File: config.mk
export PLATFORM = sky130hd
export DESIGN_NAME = scc_split_cmp
export DESIGN_NICKNAME = d
export VERILOG_FILES = /design/src/hw/rtl/scc_pkg.sv /design/src/hw/rtl/scc_split_cmp.sv
export SDC_FILE = /design/constraint.sdc
export NUM_CORES = 2
export LEC_CHECK = 0
export ABC_AREA = 0
export BUFFER_PORTS_ARGS = -buffer_cell sky130_fd_sc_hd__buf_2
export CORE_ASPECT_RATIO = 1.1
export CORE_MARGIN = 3
export CORE_UTILIZATION = 50
export DETAILED_ROUTE_END_ITERATION = 8
export GPL_ROUTABILITY_DRIVEN = 1
export MAX_ROUTING_LAYER = met4
export PLACE_DENSITY_LB_ADDON = 0.08
export SETUP_SLACK_MARGIN = 0.05
export SLEW_MARGIN = 20
export SYNTH_ARGS = -nofsm -noshare
export SYNTH_HDL_FRONTEND = slang
export SYNTH_SLANG_ARGS = --single-unit
File: constraint.sdc
create_clock -name clk -period 12 [get_ports clk]
set_input_delay 1.2 -clock clk [delete_from_list [all_inputs] [get_ports clk]]
set_output_delay 1.2 -clock clk [all_outputs]
set_load 0.03 [all_outputs]
File: src/hw/rtl/scc_pkg.sv
// Shared constants and control types for the segment-circle collision pipeline.
`default_nettype none

package scc_pkg;

    localparam int NUM_STAGES       = 6;
    localparam int STAGE_PROD       = 4;
    localparam int STAGE_OUT        = 5;

    localparam int OUT_TDATA_WIDTH  = 8;
    localparam int OUT_COLLIDES_BIT = 0;
    localparam int OUT_FOOT_BIT     = 1;

    typedef struct packed {
        logic load_prod;
        logic load_out;
    } scc_adv_t;

endpackage

`default_nettype wire

File: src/hw/rtl/scc_split_cmp.sv
// Split wide squares and the final exact compare of the perpendicular test.
`default_nettype none

module scc_split_cmp
    import scc_pkg::*;
#(
    parameter int MAG_WIDTH = 33,
    parameter int R2_WIDTH  = 24
)
(
    input  wire logic                 clk,
    input  wire scc_adv_t             adv,
    input  wire logic [MAG_WIDTH-1:0] cross_mag,
    input  wire logic [MAG_WIDTH-1:0] seg_len_sq,
    input  wire logic [R2_WIDTH-1:0]  radius_sq,
    input  wire logic                 foot,
    input  wire logic                 endpoint_hit,
    output logic                      collides,
    output logic                      foot_on_segment
);

    localparam int LO_W  = (MAG_WIDTH + 1) / 2;
    localparam int HI_W  = MAG_WIDTH - LO_W;
    localparam int LHS_W = 2 * MAG_WIDTH;
    localparam int RHS_W = R2_WIDTH + MAG_WIDTH;
    localparam int CMP_W = (LHS_W > RHS_W) ? LHS_W : RHS_W;

    logic [HI_W-1:0]          c_hi;
    logic [LO_W-1:0]          c_lo;
    logic [HI_W-1:0]          l_hi;
    logic [LO_W-1:0]          l_lo;

    logic [2*HI_W-1:0]        p_hh_reg;
    logic [HI_W+LO_W-1:0]     p_hl_reg;
    logic [2*LO_W-1:0]        p_ll_reg;
    logic [R2_WIDTH+HI_W-1:0] q_h_reg;
    logic [R2_WIDTH+LO_W-1:0] q_l_reg;
    logic                     foot5_reg;
    logic                     ep_hit5_reg;

    logic [CMP_W-1:0]         lhs;
    logic [CMP_W-1:0]         rhs;
    logic                     hit_next;
    logic                     hit_reg;
    logic                     foot6_reg;

    assign c_hi = cross_mag[MAG_WIDTH-1:LO_W];
    assign c_lo = cross_mag[LO_W-1:0];
    assign l_hi = seg_len_sq[MAG_WIDTH-1:LO_W];
    assign l_lo = seg_len_sq[LO_W-1:0];

    always_ff @(posedge clk)
    begin
        if (adv.load_prod)
        begin
            p_hh_reg    <= c_hi * c_hi;
            p_hl_reg    <= c_hi * c_lo;
            p_ll_reg    <= c_lo * c_lo;
            q_h_reg     <= radius_sq * l_hi;
            q_l_reg     <= radius_sq * l_lo;
            foot5_reg   <= foot;
            ep_hit5_reg <= endpoint_hit;
        end
    end

    // The cross term appears twice in the square, hence the extra shift by one.
    always_comb
    begin
        lhs = (CMP_W'(p_hh_reg) << (2 * LO_W)) + (CMP_W'(p_hl_reg) << (LO_W + 1))
            + CMP_W'(p_ll_reg);
        rhs = (CMP_W'(q_h_reg) << LO_W) + CMP_W'(q_l_reg);
        hit_next = foot5_reg ? (lhs < rhs) : ep_hit5_reg;
    end

    always_ff @(posedge clk)
    begin
        if (adv.load_out)
        begin
            hit_reg   <= hit_next;
            foot6_reg <= foot5_reg;
        end
    end

    assign collides        = hit_reg;
    assign foot_on_segment = foot6_reg;

endmodule

`default_nettype wire

==> metrics.txt <==
status finished clean; Largest stage delay, worst path 0.65 ns; Seq/Total Area, Yosys around 9.1%; Via density between 5 and 6; Most used DFF post-synth edfxtp_1; clock buffer depth 2; number of H-tree levels 4; Max-slew headroom between 30% and 40%; DRC Markers 0; clk slew on worst S/H paths about 0.080 ns; dpl hpwl between 100000 and 150000 um; post-route cell area about 62000 um2; FFs w/ async S/R, synth 0%; hold buffer count at CTS 0; GR met1 Demand/Resource a little under a third; Setup Fix Bufs, Post-CTS 0; most frequent cell after synthesis inv_1; RSZ-0062 raised after global routing no; number of global-route vias before repair about 47000; GR met3 Demand/Resource 2.237%; Worst Setup Slack, final 4.153 ns; maximum number of pins on one net before global-route repair 67; fin nets 8461; pre-CTS setup slack ~3.6 ns; delay-heaviest family, CP adder cells; CP Max Fanout 25; initial antenna violation count 2; Global Route Usage Sum 27.85%; top post-synthesis cells by count inv_1 (1621), fa_1 (1203), nand2_1 (905); critical-path cell list buf_2, clkinv_1, nor2_1, fa_1, inv_1, fa_1, fa_1, inv_1, fa_1, fa_1, inv_1, fa_1, inv_1, ha_1, a21o_1, a21o_1, a21oi_1, o21bai_1, a21oi_1, o211ai_1, a31oi_1, o2111ai_1, a21oi_1, xnor2_1; post-CTS sizing 0; die width 336.1 um; Sinks on Clock Net about 180; Final Hold Vio Count 0; placed cell area slightly above 60000 um2; clock skew around 0.017 ns; share of cells above drive strength 1 under 10%; Fmax ~130 MHz; Final ANT Viol Nets 0; Post-synth EDFFs 182; critical path arrival 8.07 ns; die area between 100000 and 150000 um2; GRT overflow 0; Crit-path slowest cell clkinv_1; Startpoint Class input pin; Largest register FFs about 40; Detailed Route WL ~160000 um; Worst Hold Class flip-flop to flip-flop; total CTS buffers 17; Critical Path RT between 10 and 15 ns; Core ar. ~120000 um2; worst slew pin tran slightly below 1 ns; GRT met2 Usage between 50% and 60%; synth warn 0; Die H 369.1 um; root buffer cell clkbuf_16; GRT busiest layer met2; Final setup viols 0; crit end category flip-flop; Pre-Repair DR Iteration Count 5; Final Slew Violations 0; via count around 43000; setup TNS 0 ns; first-pass GRT wire length roughly 260000 um; top cell type by total area after synthesis fa_1; Crit Path Class input pin to flip-flop; Final Wtd Congestion approximately 0.93; Avg WL per Cell 20.04 um; register bit total from synthesis approximately 180; Tmin final between 7 and 8 ns; area growth from synthesis to layout 3.587%; Syn Area/Cell ~9.0 um2; most used cell, CP fa_1; IO buf count 96; max capacitance violation total 0; Distinct cells, synth roughly 100; clock latency on the worst-skew pair ~0.50 ns; initial DRC count between 2000 and 2500; row cnt about 130; post-synth top area share around two fifths; num ports 97; Initial Util about 51%; main area contributors after synthesis fa_1 (40%), ha_1 (14%), inv_1 (10%), edfxtp_1 (9.1%), nand2_1 (5.7%); CTS tree yes; Post-Syn Area roughly 60000 um2; Min Hold Slack between 0.4 and 0.5 ns; Tcrit/Tclk final 65.40%; Post-Syn Instances 6638; syn nets ~8600; worst path bufs/invs 6
-- placed cells by master (no fill, tap or decap), drive strengths merged, types with 100 or more instances in the layout --
cell and n:
ha 650, edfxtp 182, nor2 185, and2 487, xnor2 154, a21oi 195
o21ai 100, inv 1630, nand2 905, buf 113, fa 1203
-- through the flow --
step / std cells / util [%]
floorplan: 6638 / -
global placement: 8035 / 51.92
detailed placement: 8035 / 51.92
CTS: 8067 / 52.42
global route: 8068 / 52.42
finish: 8069 / 52.42
-- layer usage --
metal / part of all wire (%) / vias to the layer above
met1: 38 / 22319
met4: 4.2 / 0
met2: 55 / 920
met5: 0 / -
li1: - / 19868
met3: 3.3 / 293
-- layout make-up --
class                   count  area (um2)
flip-flops and latches    182        5465
inverters                1628        6111
multi-input cells        4571       47370
clock buffers              18       429.2
clock inverters            14       158.9
fillers                 11284       56340
diodes                      2       5.005
well taps                1541        1928
repair buffers            113       614.3
-- final timing paths --
| path | from | end | slack (ns) | cells after the start |
|---|---|---|---|---|
| setup / recovery | cross_mag[8] | p_hl_reg[31] | 4.15 | 24 |
| setup reg to reg | p_ll_reg[18] | collides | 5.90 | 23 |
| hold / removal | foot5_reg | foot_on_segment | 0.50 | 0 |
| hold reg to reg | foot5_reg | foot_on_segment | 0.50 | 0 |
-- kinds of logic after synthesis --
| kind of cell | Yosys count | synth area share (%) |
|---|---|---|
| fa+ha+maj | 1853 | 53.76 |
| flops | 182 | 9.119 |
| buf+inv | 1885 | 11.84 |
| simple gates | 1848 | 14.64 |
| mux | 3 | 0.05428 |
| xor+xnor | 235 | 3.447 |
| compound gates | 632 | 7.138 |
Power is left out: the tool's default activity adds up to more than one toggle a clock period on the data nets, which glitch-free logic cannot reach.
